==> src/design/lmac_pkg.sv <==
// Shared types and constants for the long multiply-accumulate unit.
// Used by lmac_issue, lmac_cell and arm_long_multiply_accumulate_unit.
// No dependencies.
package lmac_pkg;

    localparam int WORD_W    = 32;
    localparam int DWORD_W   = 2 * WORD_W;
    localparam int DIGIT_W   = 8;
    localparam int NUM_CELLS = DWORD_W / DIGIT_W;
    localparam int COND_W    = 4;
    localparam int FLAGS_W   = 4;

    // Positions inside the packed NZCV flags
    localparam int FLAG_N = 3;
    localparam int FLAG_Z = 2;
    localparam int FLAG_C = 1;
    localparam int FLAG_V = 0;

    // Stream packing
    localparam int S_TDATA_W = 136;
    localparam int S_TUSER_W = 3;
    localparam int M_TDATA_W = 72;
    localparam int M_TUSER_W = 1;

    // Condition field codes
    typedef enum logic [COND_W-1:0] {
        COND_EQ = 4'd0,
        COND_NE = 4'd1,
        COND_CS = 4'd2,
        COND_CC = 4'd3,
        COND_MI = 4'd4,
        COND_PL = 4'd5,
        COND_VS = 4'd6,
        COND_VC = 4'd7,
        COND_HI = 4'd8,
        COND_LS = 4'd9,
        COND_GE = 4'd10,
        COND_LT = 4'd11,
        COND_GT = 4'd12,
        COND_LE = 4'd13,
        COND_AL = 4'd14,
        COND_NV = 4'd15
    } t_cond;

    // Payload handed from cell to cell
    typedef struct packed {
        logic                executed;
        logic                set_flags;
        logic [FLAGS_W-1:0]  flags;
        logic [DWORD_W-1:0]  mcand;   // multiplicand, pre-shifted by one digit per cell
        logic [DWORD_W-1:0]  mplier;  // remaining multiplier digits, lowest next
        logic [DWORD_W-1:0]  acc;     // running sum
    } t_cell_data;

endpackage

==> src/design/arm_long_multiply_accumulate_unit.sv <==
// ARM long multiply / multiply-accumulate (UMULL, SMULL, UMLAL, SMLAL).
// Depends on lmac_pkg, lmac_issue and lmac_cell.
//
// One request is accepted per cycle while the chain is not stalled:
// the 64-bit product is built by a chain of 8 cells, each adding the
// multiplicand times one 8-bit digit of the multiplier, and the last cell's
// register is the output register. The condition code is tested on entry;
// a failed condition gives executed = 0, a zero result and flags unchanged.
// With set_flags, N and Z follow the 64-bit result and C, V pass through.
// The whole chain stalls while a result waits on the output side.
module arm_long_multiply_accumulate_unit (
    input  logic                           i_clk,
    input  logic                           i_rst_n,
    input  logic                           s_tvalid,
    output logic                           s_tready,
    // multiplicand[31:0], multiplier[63:32], acc_low[95:64], acc_high[127:96],
    // condition[131:128], flags_in[135:132]
    input  logic [lmac_pkg::S_TDATA_W-1:0] s_tdata,
    // is_signed[0], do_accumulate[1], set_flags[2]
    input  logic [lmac_pkg::S_TUSER_W-1:0] s_tuser,
    output logic                           m_tvalid,
    input  logic                           m_tready,
    // result_low[31:0], result_high[63:32], flags_out[67:64], zero pad[71:68]
    output logic [lmac_pkg::M_TDATA_W-1:0] m_tdata,
    // executed[0]
    output logic [lmac_pkg::M_TUSER_W-1:0] m_tuser
);

    logic                   w_en;
    logic                   w_valid [0:lmac_pkg::NUM_CELLS];
    lmac_pkg::t_cell_data   w_data  [0:lmac_pkg::NUM_CELLS];
    lmac_pkg::t_cell_data   w_last;
    logic [lmac_pkg::FLAGS_W-1:0] w_flags_out;

    // Chain advances unless a result is held at the output
    assign w_en     = !w_valid[lmac_pkg::NUM_CELLS] || m_tready;
    assign s_tready = w_en;
    assign w_valid[0] = s_tvalid;

    // Decode the request
    lmac_issue u_issue (
        .i_mcand         (s_tdata[31:0]),
        .i_mplier        (s_tdata[63:32]),
        .i_acc_low       (s_tdata[95:64]),
        .i_acc_high      (s_tdata[127:96]),
        .i_is_signed     (s_tuser[0]),
        .i_do_accumulate (s_tuser[1]),
        .i_set_flags     (s_tuser[2]),
        .i_condition     (s_tdata[131:128]),
        .i_flags         (s_tdata[135:132]),
        .o_data          (w_data[0])
    );

    // Row of digit cells
    genvar g;
    generate
        for (g = 0; g < lmac_pkg::NUM_CELLS; g++) begin : g_cell
            lmac_cell u_cell (
                .i_clk   (i_clk),
                .i_rst_n (i_rst_n),
                .i_en    (w_en),
                .i_valid (w_valid[g]),
                .i_data  (w_data[g]),
                .o_valid (w_valid[g+1]),
                .o_data  (w_data[g+1])
            );
        end
    endgenerate

    assign w_last = w_data[lmac_pkg::NUM_CELLS];

    // N and Z from the finished result when flags are set
    always_comb begin
        w_flags_out = w_last.flags;
        if (w_last.executed && w_last.set_flags) begin
            w_flags_out[lmac_pkg::FLAG_N] = w_last.acc[lmac_pkg::DWORD_W-1];
            w_flags_out[lmac_pkg::FLAG_Z] = (w_last.acc == '0);
        end
    end

    assign m_tvalid = w_valid[lmac_pkg::NUM_CELLS];
    assign m_tdata  = {4'b0000, w_flags_out, w_last.acc};
    assign m_tuser  = w_last.executed;

endmodule

==> src/design/lmac_issue.sv <==
// Front of the unit: condition check, operand widening and accumulator select.
// Depends on lmac_pkg.
module lmac_issue (
    input  logic [lmac_pkg::WORD_W-1:0]  i_mcand,
    input  logic [lmac_pkg::WORD_W-1:0]  i_mplier,
    input  logic [lmac_pkg::WORD_W-1:0]  i_acc_low,
    input  logic [lmac_pkg::WORD_W-1:0]  i_acc_high,
    input  logic                         i_is_signed,
    input  logic                         i_do_accumulate,
    input  logic                         i_set_flags,
    input  logic [lmac_pkg::COND_W-1:0]  i_condition,
    input  logic [lmac_pkg::FLAGS_W-1:0] i_flags,
    output lmac_pkg::t_cell_data         o_data
);

    logic w_n, w_z, w_c, w_v;
    logic w_pass;
    logic w_sa, w_sb;

    assign w_n = i_flags[lmac_pkg::FLAG_N];
    assign w_z = i_flags[lmac_pkg::FLAG_Z];
    assign w_c = i_flags[lmac_pkg::FLAG_C];
    assign w_v = i_flags[lmac_pkg::FLAG_V];

    // Condition test against incoming NZCV
    always_comb begin
        case (lmac_pkg::t_cond'(i_condition))
            lmac_pkg::COND_EQ: w_pass = w_z;
            lmac_pkg::COND_NE: w_pass = !w_z;
            lmac_pkg::COND_CS: w_pass = w_c;
            lmac_pkg::COND_CC: w_pass = !w_c;
            lmac_pkg::COND_MI: w_pass = w_n;
            lmac_pkg::COND_PL: w_pass = !w_n;
            lmac_pkg::COND_VS: w_pass = w_v;
            lmac_pkg::COND_VC: w_pass = !w_v;
            lmac_pkg::COND_HI: w_pass = w_c && !w_z;
            lmac_pkg::COND_LS: w_pass = !w_c || w_z;
            lmac_pkg::COND_GE: w_pass = (w_n == w_v);
            lmac_pkg::COND_LT: w_pass = (w_n != w_v);
            lmac_pkg::COND_GT: w_pass = !w_z && (w_n == w_v);
            lmac_pkg::COND_LE: w_pass = w_z || (w_n != w_v);
            lmac_pkg::COND_AL: w_pass = 1'b1;
            default:           w_pass = 1'b0;
        endcase
    end

    // Sign bits used for widening to 64 bits
    assign w_sa = i_is_signed & i_mcand[lmac_pkg::WORD_W-1];
    assign w_sb = i_is_signed & i_mplier[lmac_pkg::WORD_W-1];

    // A failed condition zeroes operands so the chain yields a zero result
    always_comb begin
        o_data.executed  = w_pass;
        o_data.set_flags = i_set_flags;
        o_data.flags     = i_flags;
        if (w_pass) begin
            o_data.mcand  = {{lmac_pkg::WORD_W{w_sa}}, i_mcand};
            o_data.mplier = {{lmac_pkg::WORD_W{w_sb}}, i_mplier};
            o_data.acc    = i_do_accumulate ? {i_acc_high, i_acc_low} : '0;
        end else begin
            o_data.mcand  = '0;
            o_data.mplier = '0;
            o_data.acc    = '0;
        end
    end

endmodule

==> src/design/lmac_cell.sv <==
// One cell of the multiply chain: adds multiplicand times one multiplier digit.
// Depends on lmac_pkg.
module lmac_cell (
    input  logic                 i_clk,
    input  logic                 i_rst_n,
    input  logic                 i_en,
    input  logic                 i_valid,
    input  lmac_pkg::t_cell_data i_data,
    output logic                 o_valid,
    output lmac_pkg::t_cell_data o_data
);

    logic                         r_valid;
    lmac_pkg::t_cell_data         r_data;
    lmac_pkg::t_cell_data         n_data;
    logic [lmac_pkg::DWORD_W-1:0] w_part;

    // 64x8 partial product, truncated to 64 bits
    assign w_part = i_data.mcand
                  * (lmac_pkg::DWORD_W)'(i_data.mplier[lmac_pkg::DIGIT_W-1:0]);

    // Accumulate and move to the next digit
    always_comb begin
        n_data        = i_data;
        n_data.acc    = i_data.acc + w_part;
        n_data.mcand  = i_data.mcand << lmac_pkg::DIGIT_W;
        n_data.mplier = i_data.mplier >> lmac_pkg::DIGIT_W;
    end

    // Valid bit
    always_ff @(posedge i_clk) begin
        if (!i_rst_n) begin
            r_valid <= 1'b0;
        end else if (i_en) begin
            r_valid <= i_valid;
        end
    end

    // Payload
    always_ff @(posedge i_clk) begin
        if (i_en) begin
            r_data <= n_data;
        end
    end

    assign o_valid = r_valid;
    assign o_data  = r_data;

endmodule
==> config.mk <==
export PLATFORM = sky130hd
export DESIGN_NAME = arm_long_multiply_accumulate_unit
export DESIGN_NICKNAME = d
export VERILOG_FILES = /design/src/design/lmac_pkg.sv /design/src/design/arm_long_multiply_accumulate_unit.sv /design/src/design/lmac_issue.sv /design/src/design/lmac_cell.sv
export SDC_FILE = /design/constraint.sdc
export NUM_CORES = 2
export LEC_CHECK = 0
export BUFFER_PORTS_ARGS = -buffer_cell sky130_fd_sc_hd__buf_2
export CAP_MARGIN = 40
export CORE_MARGIN = 2
export CORE_UTILIZATION = 25
export DETAILED_ROUTE_END_ITERATION = 8
export PLACE_DENSITY_LB_ADDON = 0.15
export SLEW_MARGIN = 20
export SYNTH_ARGS = -nofsm -noshare
export SYNTH_HDL_FRONTEND = slang
export SYNTH_SLANG_ARGS = --single-unit
==> constraint.sdc <==
create_clock -name i_clk -period 19.6 [get_ports i_clk]
set_clock_uncertainty 0.05 [all_clocks]
set_input_delay 0 -clock i_clk [delete_from_list [all_inputs] [get_ports i_clk]]
set_output_delay 0 -clock i_clk [all_outputs]
set_load 0.05 [all_outputs]
==> flow_metrics.tcl <==
set metrics [dict create \
    synthesized_instance_count 7937 \
    whs_path_depth 3 \
    startpoint_type "input pin" \
    tns_ps 0 \
    place_area_um2 91100 \
    arrival_ps 9590 \
    crit_path_frequent_cell "sky130_fd_sc_hd__fa_1" \
    synth.largest_area_cell "sky130_fd_sc_hd__fa_1" \
    clk_pin_slew_ps 60 \
    dpl.hpwl_um 181000 \
    drtAntennaViolNets 0 \
    r2r_cells 32 \
    r2r_start "g_cell[0].u_cell.o_data[68]" \
    layout_commonest_cell "sky130_fd_sc_hd__inv_1" \
    min_path_type "in -> reg" \
    critPathRequiredTime_ps 20110 \
    dr.pass1.iters 5 \
    endpoint_kind "flip-flop" \
    worst_slew_margin_rel_pct 28.5 \
    clock_buffers_created_by_tritoncts 102 \
    detail_route.wirelength_um 224000 \
    hold_violations 0 \
    clkSinkCount 802 \
    floorplan.initialDensity_pct 25.1 \
    grt.total_usage_pct 13.1 \
    post_synth.cell_area_avg_um2 10.7 \
    fin_crit_sh_pct 46.3 \
    reg2reg_to "g_cell[1].u_cell.o_data[62]" \
    cts_resized 0 \
    row_count 214 \
    pin_count_of_the_biggest_net_entering_global_routing 218 \
    drt-wirelength-per-cell_um 17.5 \
    dr_total_vias 55600 \
    detail_route.drc_violations 0 \
    worst_ir_drop_vdd_mv 0.0703 \
    cap_viol_max_count 0 \
    die-width_um 587 \
    synth_warnings 0 \
    worst_slew_pin_slew_ps 1070 \
    cts.root.buffer_cell "sky130_fd_sc_hd__clkbuf_16" \
    ff2ff_setup_slack_ps 10960 \
    synthesis.area_um2 85000 \
    clk_latency_ps 800 \
    slew_violations 0 \
    io-pin-count 218 \
    run_status "completed" \
    synth_enable_flop_cells 794 \
    worst_hold_startpoint "i_rst_n" \
    global_route_overflow 0 \
    tritoncts "yes" \
    crit_path_max_incr_delay_ps 590 \
    critical_path_peak_fanout 60 \
    cellPowerDensity_nw_per_um2 109 \
    final_cell_area_um2 95700 \
    total_of_flip_flops_plus_latches_after_synthesis 802 \
    yosys.cell_types.count 98 \
    dieArea_um2 344000 \
    route.detailed.vias_per_inst 4.35 \
    htree_num_levels 3 \
    synth_flop_cell "sky130_fd_sc_hd__edfxtp_1" \
    report.final.setup_viol 0 \
    floorplan.core_area_um2 339000 \
    most-common-layout-cells "sky130_fd_sc_hd__inv_1 (1282), sky130_fd_sc_hd__fa_1 (1245), sky130_fd_sc_hd__edfxtp_1 (794), sky130_fd_sc_hd__and2_1 (658), sky130_fd_sc_hd__nand2_1 (573)" \
    ys_top_cells_by_area "sky130_fd_sc_hd__fa_1 (29%), sky130_fd_sc_hd__edfxtp_1 (28%), sky130_fd_sc_hd__ha_1 (8.0%)" \
    period_minus_slack_ps 9070 \
    worst-setup-path-type "in -> reg" \
    first_pass_grt_wire_length_um 357000 \
    ys_seq_area_share_pct 28.3 \
    min_to "g_cell[6].u_cell.o_valid" \
    fin_nets 10100 \
    power.leakage_nw 44.2 \
    rsz_0062_raised_after_global_routing "false" \
    max_freq_ghz 0.110 \
    post-synth-top-area-fraction_pct 29.3 \
    grt_pass1_vias 62100 \
    timing.critical_path.slowest_stage_cell "sky130_fd_sc_hd__dlygate4sd3_1" \
    port_buffers 213 \
    synthToLayoutAreaGrowth_pct 12.6 \
    die-height_um 587 \
    number_of_antenna_violations_at_the_first_check_in_global_routing 5 \
    clockBufferDepth 3 \
    synth_async_sr_flop_share_pct 0 \
    detailed_router_s_first_iteration_violation_count 2500 \
    post_route_cells_drive_above_1_share_pct 5.77 \
    gpl.final_weighted_congestion 0.850 \
]
[worst max-delay path, delay by kind of cell]
kind / cells / cell delay, ps
XOR/XNOR: 1 / 310
AO/OA/AOI/OAI: 10 / 1860
multiplexers: 1 / 350
adder cells (fa/ha/maj): 5 / 2510
buffers and inverters: 10 / 2970
AND/OR/NAND/NOR: 6 / 1480
[timing repair]
action	4_1_cts	5_1_grt
hold buffers	101	0
hold endpoints to repair	117	0
setup buffers	0	0
[flip-flops by register name (all words and copies together) (netlist names)]
signal / cells
g_cell.u_cell.o_data: 794
g_cell.u_cell.o_valid: 8
[layer usage]
layer | vias to the layer above | track usage [%] | part of all wire, %
li1 | 26500 | - | -
met1 | 28100 | 17.7 | 48
met2 | 764 | 22.5 | 48
met3 | 212 | 1.29 | 2.4
met4 | 0 | 2.75 | 1.8
met5 | - | 0 | 0
[layout make-up]
cell class | instances | area (um^2)
sequential | 802 | 24000
clock inverter | 67 | 865
timing repair buffer | 374 | 2760
tap | 4536 | 5680
antenna | 3 | 7.51
clock buffer | 125 | 2660
fill | 35600 | 243000
multi-input combinational | 5582 | 54900
inverter | 1285 | 4840
[worst max-delay path by stage]
| stage | cells past startpoint | start | slack [ps] | endpoint |
|---|---|---|---|---|
| 6_report | 33 | s_tdata[129] | 10530 | g_cell[0].u_cell.o_data[62] |
| 5_1_grt | 31 | s_tdata[129] | 10140 | g_cell[0].u_cell.o_data[62] |
| 4_1_cts | 33 | s_tdata[129] | 10620 | g_cell[0].u_cell.o_data[62] |
| 3_5_place_dp | 31 | s_tdata[129] | 10790 | g_cell[0].u_cell.o_data[62] |
| 3_3_place_gp | 27 | s_tdata[129] | 9980 | g_cell[0].u_cell.o_data[62] |
| 2_1_floorplan | 3 | g_cell[7].u_cell.o_valid | 8110 | g_cell[0].u_cell.o_data[0] |
[metrics by stage]
stage / hold WS, ps / util (%) / cells / total power, mW / setup WS (ps)
2_1_floorplan: 48.9 / - / 7940 / 7.03 / 8110
3_3_place_gp: 158 / 26.8 / 12500 / 8.53 / 9980
3_5_place_dp: 155 / 26.9 / 12500 / 8.58 / 10790
4_1_cts: 1.92 / 28.2 / 12800 / 10.7 / 10620
5_1_grt: 74.2 / 28.2 / 12800 / 11.4 / 10140
6_report: 99.3 / 28.2 / 12800 / 10.5 / 10530
[cell usage after synthesis, drive strengths merged (76+ instances only)]
master     n
nand3     83
clkbuf   195
fa      1245
nor2     225
a21o     210
ha       544
xor2     131
inv     1283
and3     262
buf       76
edfxtp   794
and2     660
o21ai    217
nand2    573
a21oi    385
xnor2    337
o21bai    84
[power by group]
part / total, mW / internal [mW] / switching (mW) / leakage (nW)
logic: 5.23 / 2.05 / 3.17 / 33.7
registers: 3.28 / 2.83 / 0.450 / 8.79
clock network: 1.97 / 1.17 / 0.799 / 1.70
total: 10.5 / 6.05 / 4.42 / 44.2
[logic make-up after synthesis]
group           share of synthesized area, %
other cells                          0.00441
mux                                   0.0501
buf+inv                                 7.20
simple gates                            13.0
fa+ha+maj                               37.4
compound gates                          9.32
flops                                   28.3
xor+xnor                                4.85
(Power assumes the default switching activity.)
